==> config.mk <==
export PLATFORM = sky130hd
export DESIGN_NAME = branch_target_chain_threader
export DESIGN_NICKNAME = d
export VERILOG_FILES = /design/src/hw/rtl/bctt_pkg.sv /design/src/hw/rtl/bctt_ram.sv /design/src/hw/rtl/bctt_alu.sv /design/src/hw/rtl/bctt_seq.sv /design/src/hw/rtl/branch_target_chain_threader.sv
export SDC_FILE = /design/constraint.sdc
export NUM_CORES = 2
export LEC_CHECK = 0
export BUFFER_PORTS_ARGS = -buffer_cell sky130_fd_sc_hd__buf_2
export CAP_MARGIN = 25
export CORE_MARGIN = 4
export CORE_UTILIZATION = 35
export CTS_CLUSTER_DIAMETER = 30
export CTS_CLUSTER_SIZE = 20
export DETAILED_ROUTE_END_ITERATION = 12
export SYNTH_ARGS = -nofsm -noshare
export SYNTH_HDL_FRONTEND = slang
export SYNTH_SLANG_ARGS = --single-unit
==> constraint.sdc <==
create_clock -name clk_i -period 5.55 [get_ports clk_i]
set_clock_uncertainty 0.05 [all_clocks]
set_input_delay 0.555 -clock clk_i [delete_from_list [all_inputs] [get_ports clk_i]]
set_output_delay 0.555 -clock clk_i [all_outputs]
set_load 0.02 [all_outputs]
==> src/hw/rtl/bctt_pkg.sv <==
// shared types, constants and helpers for the branch target chain threader
`default_nettype none

package bctt_pkg;

  localparam int TableDepth   = 64;
  localparam int TargetWidth  = 16;
  localparam int MaxChainHops = 100;

  localparam int AddrW     = $clog2(TableDepth);
  localparam int CntW      = $clog2(TableDepth + 1);
  localparam int HopW      = $clog2(MaxChainHops + 1);
  localparam int AluW      = TargetWidth + 2;
  localparam int IndexW    = 6;
  localparam int CountW    = 7;

  localparam logic OpLoad = 1'b0;
  localparam logic OpRun  = 1'b1;

  typedef enum logic [1:0] {
    KIND_OTHER = 2'd0,
    KIND_NOP   = 2'd1,
    KIND_JUMP  = 2'd2,
    KIND_COND  = 2'd3
  } kind_e;

  typedef enum logic [3:0] {
    S_IDLE,
    S_EMPTY,
    S_RD_I,
    S_ENT,
    S_WALK_RD,
    S_WALK,
    S_SKIP_RD,
    S_SKIP,
    S_FINAL,
    S_EMIT
  } state_e;

  typedef enum logic {
    ALU_SUB,
    ALU_INC
  } alu_op_e;

  typedef struct packed {
    logic                          operation;
    logic [IndexW-1:0]             entry_index;
    logic [1:0]                    entry_kind;
    logic signed [TargetWidth-1:0] entry_target;
  } in_item_t;

  typedef struct packed {
    logic [IndexW-1:0]             entry_index_res;
    logic signed [TargetWidth-1:0] new_target;
    logic                          changed;
    logic [CountW-1:0]             change_count;
    logic                          last;
  } out_item_t;

  typedef struct packed {
    kind_e                  kind;
    logic [TargetWidth-1:0] target;
  } entry_t;

  typedef struct packed {
    logic             we;
    logic [AddrW-1:0] addr;
    entry_t           data;
  } ram_wr_t;

  typedef struct packed {
    logic      valid;
    out_item_t item;
  } res_push_t;

  typedef struct packed {
    alu_op_e         op;
    logic [AluW-1:0] a;
    logic [AluW-1:0] b;
  } alu_req_t;

  typedef struct packed {
    logic [AluW-1:0] y;
    logic            lt;
    logic            zero;
  } alu_rsp_t;

  // sign extend a stored target to the shared unit width
  function automatic logic [AluW-1:0] sext_tgt(input logic [TargetWidth-1:0] t);
    return {{(AluW - TargetWidth){t[TargetWidth-1]}}, t};
  endfunction

endpackage

`default_nettype wire

==> src/hw/rtl/bctt_ram.sv <==
// generic single write port ram with registered read
`default_nettype none

module bctt_ram #(
  parameter int Width = 8,
  parameter int Depth = 64
) (
  input  wire logic                     clk_i,
  input  wire logic                     we_i,
  input  wire logic [$clog2(Depth)-1:0] waddr_i,
  input  wire logic [Width-1:0]         wdata_i,
  input  wire logic [$clog2(Depth)-1:0] raddr_i,
  output      logic [Width-1:0]         rdata_o
);

  logic [Width-1:0] mem_q [Depth];
  logic [Width-1:0] rdata_q;

  always_ff @(posedge clk_i) begin
    if (we_i) begin
      mem_q[waddr_i] <= wdata_i;
    end
    rdata_q <= mem_q[raddr_i];
  end

  assign rdata_o = rdata_q;

endmodule

`default_nettype wire

==> src/hw/rtl/bctt_alu.sv <==
// shared adder: subtract-compare or increment
`default_nettype none

module bctt_alu (
  input  wire bctt_pkg::alu_req_t req_i,
  output      bctt_pkg::alu_rsp_t rsp_o
);

  logic [bctt_pkg::AluW-1:0] b_op;
  logic [bctt_pkg::AluW-1:0] sum;

  always_comb begin
    b_op = (req_i.op == bctt_pkg::ALU_SUB) ? ~req_i.b : '0;
    sum  = req_i.a + b_op + bctt_pkg::AluW'(1);
  end

  // operands are far narrower than the adder, so the sign bit never overflows
  assign rsp_o.y    = sum;
  assign rsp_o.lt   = sum[bctt_pkg::AluW-1];
  assign rsp_o.zero = (sum == '0);

endmodule

`default_nettype wire

==> src/hw/rtl/bctt_seq.sv <==
// run sequencer: entry scan, chain walk, nop skip and write-back
`default_nettype none

module bctt_seq (
  input  wire logic                         clk_i,
  input  wire logic                         rst_ni,
  input  wire logic                         start_i,
  input  wire logic [bctt_pkg::CntW-1:0]    n_i,
  input  wire logic                         out_free_i,
  input  wire bctt_pkg::entry_t             rdata_i,
  output      logic                         busy_o,
  output      logic [bctt_pkg::AddrW-1:0]   rd_addr_o,
  output      bctt_pkg::ram_wr_t            wr_o,
  output      bctt_pkg::res_push_t          push_o
);

  bctt_pkg::state_e                     state_q, state_d;
  logic [bctt_pkg::AddrW-1:0]           i_q, i_d;
  bctt_pkg::kind_e                      k_q, k_d;
  logic [bctt_pkg::TargetWidth-1:0]     tgt_q, tgt_d;
  logic [bctt_pkg::CntW-1:0]            cur_q, cur_d;
  logic [bctt_pkg::CntW-1:0]            idx_q, idx_d;
  logic                                 walk_q, walk_d;
  logic [bctt_pkg::HopW-1:0]            hops_q, hops_d;
  logic [bctt_pkg::CountW-1:0]          chg_cnt_q, chg_cnt_d;
  logic [bctt_pkg::TableDepth-1:0]      visited_q, visited_d;
  logic [bctt_pkg::TargetWidth-1:0]     res_target_q, res_target_d;
  logic                                 res_chg_q, res_chg_d;

  bctt_pkg::alu_req_t                   alu_req;
  bctt_pkg::alu_rsp_t                   alu_rsp;
  logic [bctt_pkg::AddrW-1:0]           cur_addr;
  logic [bctt_pkg::AddrW-1:0]           idx_addr;
  logic                                 last;

  bctt_alu u_alu (
    .req_i (alu_req),
    .rsp_o (alu_rsp)
  );

  assign cur_addr = cur_q[bctt_pkg::AddrW-1:0];
  assign idx_addr = idx_q[bctt_pkg::AddrW-1:0];

  always_ff @(posedge clk_i or negedge rst_ni) begin
    if (!rst_ni) begin
      state_q   <= bctt_pkg::S_IDLE;
      visited_q <= '0;
      hops_q    <= '0;
      chg_cnt_q <= '0;
      i_q       <= '0;
      walk_q    <= 1'b0;
    end else begin
      state_q   <= state_d;
      visited_q <= visited_d;
      hops_q    <= hops_d;
      chg_cnt_q <= chg_cnt_d;
      i_q       <= i_d;
      walk_q    <= walk_d;
    end
  end

  always_ff @(posedge clk_i) begin
    k_q          <= k_d;
    tgt_q        <= tgt_d;
    cur_q        <= cur_d;
    idx_q        <= idx_d;
    res_target_q <= res_target_d;
    res_chg_q    <= res_chg_d;
  end

  always_comb begin
    state_d      = state_q;
    i_d          = i_q;
    k_d          = k_q;
    tgt_d        = tgt_q;
    cur_d        = cur_q;
    idx_d        = idx_q;
    walk_d       = walk_q;
    hops_d       = hops_q;
    chg_cnt_d    = chg_cnt_q;
    visited_d    = visited_q;
    res_target_d = res_target_q;
    res_chg_d    = res_chg_q;

    alu_req.op = bctt_pkg::ALU_SUB;
    alu_req.a  = '0;
    alu_req.b  = '0;

    rd_addr_o        = i_q;
    wr_o.we          = 1'b0;
    wr_o.addr        = i_q;
    wr_o.data.kind   = k_q;
    wr_o.data.target = bctt_pkg::TargetWidth'(cur_q);
    last             = 1'b0;

    push_o.valid                = 1'b0;
    push_o.item.entry_index_res = bctt_pkg::IndexW'(i_q);
    push_o.item.new_target      = res_target_q;
    push_o.item.changed         = res_chg_q;
    push_o.item.change_count    = chg_cnt_q;
    push_o.item.last            = 1'b0;

    unique case (state_q)
      bctt_pkg::S_IDLE: begin
        if (start_i) begin
          chg_cnt_d = '0;
          i_d       = '0;
          state_d   = (n_i == '0) ? bctt_pkg::S_EMPTY : bctt_pkg::S_RD_I;
        end
      end

      bctt_pkg::S_EMPTY: begin
        push_o.valid                = out_free_i;
        push_o.item.entry_index_res = '0;
        push_o.item.new_target      = '0;
        push_o.item.changed         = 1'b0;
        push_o.item.change_count    = '0;
        push_o.item.last            = 1'b1;
        if (out_free_i) begin
          state_d = bctt_pkg::S_IDLE;
        end
      end

      bctt_pkg::S_RD_I: begin
        rd_addr_o = i_q;
        state_d   = bctt_pkg::S_ENT;
      end

      bctt_pkg::S_ENT: begin
        // target inside the table?
        alu_req.a    = bctt_pkg::sext_tgt(rdata_i.target);
        alu_req.b    = bctt_pkg::AluW'(n_i);
        k_d          = rdata_i.kind;
        tgt_d        = rdata_i.target;
        res_target_d = rdata_i.target;
        res_chg_d    = 1'b0;
        if ((rdata_i.kind == bctt_pkg::KIND_JUMP || rdata_i.kind == bctt_pkg::KIND_COND) &&
            !rdata_i.target[bctt_pkg::TargetWidth-1] && alu_rsp.lt) begin
          visited_d = '0;
          cur_d     = bctt_pkg::CntW'(rdata_i.target);
          hops_d    = '0;
          state_d   = bctt_pkg::S_WALK_RD;
        end else begin
          state_d = bctt_pkg::S_EMIT;
        end
      end

      bctt_pkg::S_WALK_RD: begin
        alu_req.a = bctt_pkg::AluW'(cur_q);
        alu_req.b = bctt_pkg::AluW'(n_i);
        if (alu_rsp.lt && hops_q < bctt_pkg::HopW'(bctt_pkg::MaxChainHops) &&
            !visited_q[cur_addr]) begin
          visited_d[cur_addr] = 1'b1;
          rd_addr_o           = cur_addr;
          state_d             = bctt_pkg::S_WALK;
        end else begin
          walk_d  = 1'b0;
          idx_d   = cur_q;
          state_d = bctt_pkg::S_SKIP_RD;
        end
      end

      bctt_pkg::S_WALK: begin
        // jump target beyond the epilogue?
        alu_req.a = bctt_pkg::AluW'(n_i);
        alu_req.b = bctt_pkg::sext_tgt(rdata_i.target);
        idx_d     = cur_q;
        walk_d    = 1'b0;
        state_d   = bctt_pkg::S_SKIP_RD;
        case (rdata_i.kind)
          bctt_pkg::KIND_NOP: begin
            walk_d = 1'b1;
          end
          bctt_pkg::KIND_JUMP: begin
            if (!rdata_i.target[bctt_pkg::TargetWidth-1] && !alu_rsp.lt) begin
              cur_d   = bctt_pkg::CntW'(rdata_i.target);
              hops_d  = hops_q + 1'b1;
              state_d = bctt_pkg::S_WALK_RD;
            end
          end
          default: begin
          end
        endcase
      end

      bctt_pkg::S_SKIP_RD: begin
        alu_req.a = bctt_pkg::AluW'(idx_q);
        alu_req.b = bctt_pkg::AluW'(n_i);
        if (alu_rsp.lt) begin
          rd_addr_o = idx_addr;
          state_d   = bctt_pkg::S_SKIP;
        end else begin
          // nops run into the end: keep the start
          state_d = walk_q ? bctt_pkg::S_WALK_RD : bctt_pkg::S_FINAL;
        end
      end

      bctt_pkg::S_SKIP: begin
        alu_req.op = bctt_pkg::ALU_INC;
        alu_req.a  = bctt_pkg::AluW'(idx_q);
        if (rdata_i.kind == bctt_pkg::KIND_NOP) begin
          idx_d   = alu_rsp.y[bctt_pkg::CntW-1:0];
          state_d = bctt_pkg::S_SKIP_RD;
        end else begin
          cur_d   = idx_q;
          state_d = walk_q ? bctt_pkg::S_WALK_RD : bctt_pkg::S_FINAL;
        end
      end

      bctt_pkg::S_FINAL: begin
        alu_req.a = bctt_pkg::AluW'(cur_q);
        alu_req.b = bctt_pkg::sext_tgt(tgt_q);
        // conditional branches never move backward
        if (!alu_rsp.zero && !(k_q == bctt_pkg::KIND_COND && alu_rsp.lt)) begin
          wr_o.we      = 1'b1;
          res_target_d = bctt_pkg::TargetWidth'(cur_q);
          res_chg_d    = 1'b1;
          chg_cnt_d    = chg_cnt_q + 1'b1;
        end
        state_d = bctt_pkg::S_EMIT;
      end

      bctt_pkg::S_EMIT: begin
        alu_req.op       = bctt_pkg::ALU_INC;
        alu_req.a        = bctt_pkg::AluW'(i_q);
        last             = (alu_rsp.y[bctt_pkg::CntW-1:0] == n_i);
        push_o.item.last = last;
        push_o.valid     = out_free_i;
        if (out_free_i) begin
          if (last) begin
            state_d = bctt_pkg::S_IDLE;
          end else begin
            i_d     = alu_rsp.y[bctt_pkg::AddrW-1:0];
            state_d = bctt_pkg::S_RD_I;
          end
        end
      end

      default: begin
        state_d = bctt_pkg::S_IDLE;
      end
    endcase
  end

  assign busy_o = (state_q != bctt_pkg::S_IDLE);

  a_walk_after_read: assert property (@(posedge clk_i) disable iff (!rst_ni)
    state_q == bctt_pkg::S_WALK |-> $past(state_q) == bctt_pkg::S_WALK_RD)
    else $error("chain step decoded without a read");

  a_skip_after_read: assert property (@(posedge clk_i) disable iff (!rst_ni)
    state_q == bctt_pkg::S_SKIP |-> $past(state_q) == bctt_pkg::S_SKIP_RD)
    else $error("nop scan decoded without a read");

  a_last_ends_run: assert property (@(posedge clk_i) disable iff (!rst_ni)
    (push_o.valid && push_o.item.last) |=> state_q == bctt_pkg::S_IDLE)
    else $error("run continued after its final result");

  a_hop_bound: assert property (@(posedge clk_i) disable iff (!rst_ni)
    hops_q <= bctt_pkg::HopW'(bctt_pkg::MaxChainHops))
    else $error("chain hop count beyond limit");

endmodule

`default_nettype wire

==> src/hw/rtl/branch_target_chain_threader.sv <==
// top level of the branch target chain threader
`default_nettype none

// Loads and runs share one input channel. A load writes one table entry, so
// loads stream one per clock while no run is in progress. A run steps
// through the entries in order and delivers one result per entry (a single
// result when the count is zero). Each entry passes through read, decode
// and emit steps; a branch whose target is in the table adds a read and a
// decode step per chain step and per nop scanned, and a write-back step.
// The pace is set by the single read port of the entry table, which the
// sequencer and its shared adder use once per step. Input is stalled for
// the whole run; the result register lets the final result wait while the
// next item enters.
module branch_target_chain_threader (
  input  wire logic                        clk_i,
  input  wire logic                        rst_ni,
  input  wire logic                        in_valid_i,
  output      logic                        in_stall_o,
  input  wire bctt_pkg::in_item_t          in_item_i,
  output      logic                        out_valid_o,
  input  wire logic                        out_stall_i,
  output      bctt_pkg::out_item_t         out_item_o,
  input  wire logic                        cfg_we_i,
  input  wire logic [bctt_pkg::CountW-1:0] cfg_wdata_i
);

  logic [bctt_pkg::CountW-1:0] count_q;
  logic [bctt_pkg::CntW-1:0]   n_eff;

  logic                        busy;
  logic                        in_xfer;
  logic                        start_run;
  logic                        out_free;

  bctt_pkg::ram_wr_t           seq_wr;
  bctt_pkg::ram_wr_t           load_wr;
  bctt_pkg::ram_wr_t           ram_wr;
  bctt_pkg::res_push_t         push;
  bctt_pkg::entry_t            rdata;
  logic [bctt_pkg::AddrW-1:0]  rd_addr;

  logic                        out_valid_q;
  bctt_pkg::out_item_t         out_item_q;

  // entry count register; the user must write it only between runs, the block does not enforce this
  always_ff @(posedge clk_i or negedge rst_ni) begin
    if (!rst_ni) begin
      count_q <= '0;
    end else if (cfg_we_i) begin
      count_q <= cfg_wdata_i;
    end
  end

  // counts above the table depth act as the full table
  assign n_eff = (count_q > bctt_pkg::CountW'(bctt_pkg::TableDepth)) ?
                 bctt_pkg::CntW'(bctt_pkg::TableDepth) : bctt_pkg::CntW'(count_q);

  assign in_stall_o = busy;
  assign in_xfer    = in_valid_i && !busy;
  assign start_run  = in_xfer && (in_item_i.operation == bctt_pkg::OpRun);

  // loads to slots past the table are dropped
  always_comb begin
    load_wr.we          = in_xfer && (in_item_i.operation == bctt_pkg::OpLoad) &&
                          (bctt_pkg::CountW'(in_item_i.entry_index) <
                           bctt_pkg::CountW'(bctt_pkg::TableDepth));
    load_wr.addr        = bctt_pkg::AddrW'(in_item_i.entry_index);
    load_wr.data.kind   = bctt_pkg::kind_e'(in_item_i.entry_kind);
    load_wr.data.target = in_item_i.entry_target;
  end

  // sequencer writes only while busy, loads only while idle
  assign ram_wr = seq_wr.we ? seq_wr : load_wr;

  bctt_ram #(
    .Width ($bits(bctt_pkg::entry_t)),
    .Depth (bctt_pkg::TableDepth)
  ) u_table (
    .clk_i   (clk_i),
    .we_i    (ram_wr.we),
    .waddr_i (ram_wr.addr),
    .wdata_i (ram_wr.data),
    .raddr_i (rd_addr),
    .rdata_o (rdata)
  );

  bctt_seq u_seq (
    .clk_i      (clk_i),
    .rst_ni     (rst_ni),
    .start_i    (start_run),
    .n_i        (n_eff),
    .out_free_i (out_free),
    .rdata_i    (rdata),
    .busy_o     (busy),
    .rd_addr_o  (rd_addr),
    .wr_o       (seq_wr),
    .push_o     (push)
  );

  // result register: free when empty or being taken this cycle
  assign out_free = !out_valid_q || !out_stall_i;

  always_ff @(posedge clk_i or negedge rst_ni) begin
    if (!rst_ni) begin
      out_valid_q <= 1'b0;
    end else if (push.valid) begin
      out_valid_q <= 1'b1;
    end else if (!out_stall_i) begin
      out_valid_q <= 1'b0;
    end
  end

  always_ff @(posedge clk_i) begin
    if (push.valid) begin
      out_item_q <= push.item;
    end
  end

  assign out_valid_o = out_valid_q;
  assign out_item_o  = out_item_q;

endmodule

`default_nettype wire
==> metrics.txt <==
status=finished clean; final hold violations=0; post-DR wirelength/cell=between 20 and 30 um; worst path buffer plus inverter count=5; largest family of logic cells by synthesized area=compound AO/OA/AOI/OAI gates; drt total wl=between 150 and 200 mm; grt total ovfl=0; Starting Density=35.3%; leakage power=28.6 nW; CP cell instances=nor2_1 > nand3_1 > buf_4 > a21oi_1 > buf_4 > a21oi_1 > ha_1 > and2_1 > a221oi_2 > a21oi_2 > o21a_1 > a21o_1 > o41a_4 > buf_12 > nand2_8 > buf_4 > mux2i_2 > a211oi_1 > buf_4 > a22oi_1 > and4_1 > nand4_1; area grow syn2layout=35.9%; I/O pin cnt=70; Final min period=roughly 5500 ps; port buffer count=slightly below 70; CP delay by family, top=compound AO/OA/AOI/OAI gates; share of layout cells above drive strength 1=approximately 29%; Seq/Total Area, Yosys=70.7%; CP max stage cell=o41a_4; max cap viols=0; Tcrit/Tclk final=between 90 and 100%; clk slew on worst S/H paths=about 50 ps; CTS max path bufs=4; insertion delay to the later sink of the worst-skew pair=~890 ps; Post-Synth Adder-Cell Area=less than 1%; Initial DRC Count=4596; R2R cell count=22; Peak supply drop=approximately 0.34 mV; Simple-Gate Fraction of Synth Area=11.1%; Fillers=between 10k and 15k; core area=~160000 um2; commonest register cell after synthesis=edfxtp_1; DP Worst Slack=-449 ps; area taken by multi-input logic gates=~16000 um2; Synth cell types=81; yosys warns=0; # DRC=0; hpwl dp=125 mm; Peak Freq=approximately 180 MHz; ANT nets after route=0; dpl cells=~6.6k; CTS Buf Count=~300; critical path arrival=between 6000 and 7000 ps; FF+latch area=between 30000 and 40000 um2; Placer Congestion=between 0.9 and 1; chip height=a little over 400 um; post-synthesis instance area=between 50000 and 60000 um2; Compound-Gate Fraction of Synth Area=between 10 and 15%; Most common cell on crit path=buf_4; nets@finish=4881; Setup WS post-layout=between 40 and 50 ps; CTS H-tree depth=5; Core Rows=approximately 150; number of flops mapped to enable cells by yosys=roughly 1.2k; fin. max-slew vios=0; Min-Delay Path Class=primary input to asynchronous set/reset pin; FF+latch count, synth=roughly 1.3k; via/cell ratio=approximately 5.6; TritonRoute pass-1 iters=9; global-route wire length before repair=268 mm; Cells after Synth=4013; final setup fails=0; TritonCTS clock tree=yes; reg2reg start=u_seq.state_q[2]$_DFFE_PN0P_; vias in the first global route=roughly 40k; CP Capture Type=flop; DIE AREA=167000 um2; CP Class=flop to flop; GRT Total Usage=a little over a fifth; Req. time, crit path=around 6200 ps; Mean Syn Cell Area=about 14 um2; Post-Syn Nets=around 4.1k; clock tree root buffer cell=clkbuf_16; largest net degree at the start of global routing=65; Worst Max-Slew Pin Slew=slightly below 1000 ps; crit-path max cell delay=a little under 600 ps; initial antenna violation count=21; flop2flop setup slack=40 ps; crit start category=flop; Via Count=approximately 40k; XOR/XNOR Fraction of Synth Area=less than 1%; post-synthesis mux area share=between 3 and 4%; Num Clock Sinks=1347; pwr dens=484 nW/um2; WHS=approximately 150 ps; crit-path max FO=16; Non-Filler Instances=just over 7k; die width=~400 um; reg2reg end=u_table.rdata_o[14]$_DFF_P_; relative slew slack=around a third; Post-synth ARST share=7.20%
-- registers in the layout (all words and copies together) (netlist names) --
signal / cells
u_seq.chg_cnt_q: 7
out_valid_o: 1
u_table.mem_q: 1152
u_seq.idx_q: 7
u_seq.visited_q: 64
u_seq.res_chg_q: 1
u_seq.state_q: 4
u_seq.cur_q: 7
u_seq.hops_q: 7
out_item_o: 31
u_table.rdata_o: 18
u_seq.walk_q: 1
u_seq.k_q: 2
u_seq.res_target_q: 16
u_seq.tgt_q: 16
u_seq.i_q: 6
count_q: 7
-- layout make-up --
type	count	area share, %
diodes	3	0.00982
repair buffers	791	10.4
clock inverters	171	2.51
well taps	2146	3.51
clock buffers	344	10.2
multi-input cells	2358	21.2
flip-flops and latches	1347	52.1
inverters	29	0.142
-- metrics by stage --
step	cell area, um2	total power [mW]	utilization (%)	setup TNS (ps)
final	76400	37.0	48.0	0
after global routing	76400	38.1	48.0	-176
after CTS	75600	36.6	47.5	0
after detailed placement	65400	19.5	41.1	-15630
after global placement	65400	19.5	41.1	-29610
after floorplan	56200	15.5	-	-566090
-- layout by cell type, fill, tap and decap left out, types with 17 or more instances in the layout --
master,instances
inv_1,27
nand2_1,493
clkinvlp_4,26
a2111oi_0,52
clkinv_1,31
buf_2,69
o22ai_1,61
dfrtp_1,94
nor2_1,154
o21ai_0,89
a311oi_1,40
a32oi_1,19
clkinv_2,44
nor2b_1,41
nand3_1,78
nand2b_1,36
o32ai_4,23
a211o_1,51
mux2i_1,136
a2bb2oi_1,17
dfxtp_1,18
o21ai_1,17
a211oi_1,134
clkbuf_16,310
and3_1,237
inv_6,19
mux2_2,51
ha_1,18
buf_4,533
a31oi_1,59
dlygate4sd3_1,18
edfxtp_1,1232
and2_1,24
nand4_1,29
nor3_1,47
bufinv_16,36
o32ai_2,41
a21oi_1,106
buf_12,153
clkbuf_1,36
-- metal layers --
layer	part of all wire (%)	wire length (um)	vias up	track usage, %
met5	0.014	26	-	0
met4	4.2	8020	4	9.10
met3	10	19600	382	5.66
met2	45	85800	2196	33.4
met1	40	76400	20200	29.3
li1	-	-	17500	-
-- power breakdown --
part	internal (mW)	switching (mW)
Clock	11.6	5.40
Sequential	11.8	0.400
Combinational	3.19	4.61
-- worst register-to-register path, cell delays in order (launching register included) --
cell and delay (ps):
dfrtp_2 450, nor2_1 120, nand3_1 120, buf_4 190, a21oi_1 170, buf_4 190
a21oi_1 90, ha_1 320, and2_1 190, a221oi_2 300, a21oi_2 130, o21a_1 220
a21o_1 210, o41a_4 590, buf_12 210, nand2_8 180, buf_4 330, mux2i_2 350
a211oi_1 120, buf_4 160, a22oi_1 180, and4_1 370, nand4_1 130
-- kinds of logic after synthesis --
family | count (synthesis)
DFF | 1347
muxes | 199
adders and majority gates | 19
AOI/OAI and AO/OA | 867
buffers and inverters | 310
and+or+nand+nor | 1255
xor gates and xnor gates | 16
-- cells in the mapped netlist, types with 19 or more instances --
cell,number,area [um2]
a211o_1,53,464
o22ai_1,62,388
nor2b_1,42,263
and2_1,35,219
o21ai_0,97,485
dfrtp_1,97,2430
a211oi_1,149,1120
o32ai_1,69,604
a21oi_1,111,556
a2111oi_0,73,639
inv_1,28,105
buf_2,67,335
a31oi_1,59,369
clkbuf_1,159,597
nor3_1,53,265
mux2_2,52,586
nand2b_1,37,231
nand3_1,78,390
edfxtp_1,1232,37000
nand4_1,29,181
nor2_1,158,593
a311oi_1,41,359
nand2_1,496,1860
or3b_1,19,166
a32oi_1,19,166
buf_4,23,173
mux2i_1,141,1410
and3_1,239,1500
o2111ai_1,19,166
-- what timing repair did --
action | in CTS | in global routing
pin swaps | 11 | 28
buffers inserted | 12 | 30
resized for setup | 35 | 90
gates cloned | 1 | 9
endpoints found under the setup margin | 180 | 457
hold buffers | 18 | 0
endpoints found under the hold margin | 43 | 0
-- how the worst max path moves through the flow --
stage	start	endpoint	cells past startpoint
after floorplan	u_seq.state_q[1]$_DFFE_PN0P_	u_table.mem_q[0][0]$_DFFE_PP_	19
after global placement	u_seq.state_q[2]$_DFFE_PN0P_	u_table.rdata_o[13]$_DFF_P_	23
after detailed placement	u_seq.state_q[2]$_DFFE_PN0P_	u_table.rdata_o[7]$_DFF_P_	25
after CTS	u_seq.state_q[2]$_DFFE_PN0P_	u_table.rdata_o[13]$_DFF_P_	25
after global routing	u_seq.state_q[2]$_DFFE_PN0P_	u_table.rdata_o[13]$_DFF_P_	24
final	u_seq.state_q[2]$_DFFE_PN0P_	u_table.rdata_o[14]$_DFF_P_	22
Power figures use the tool's default switching activity.
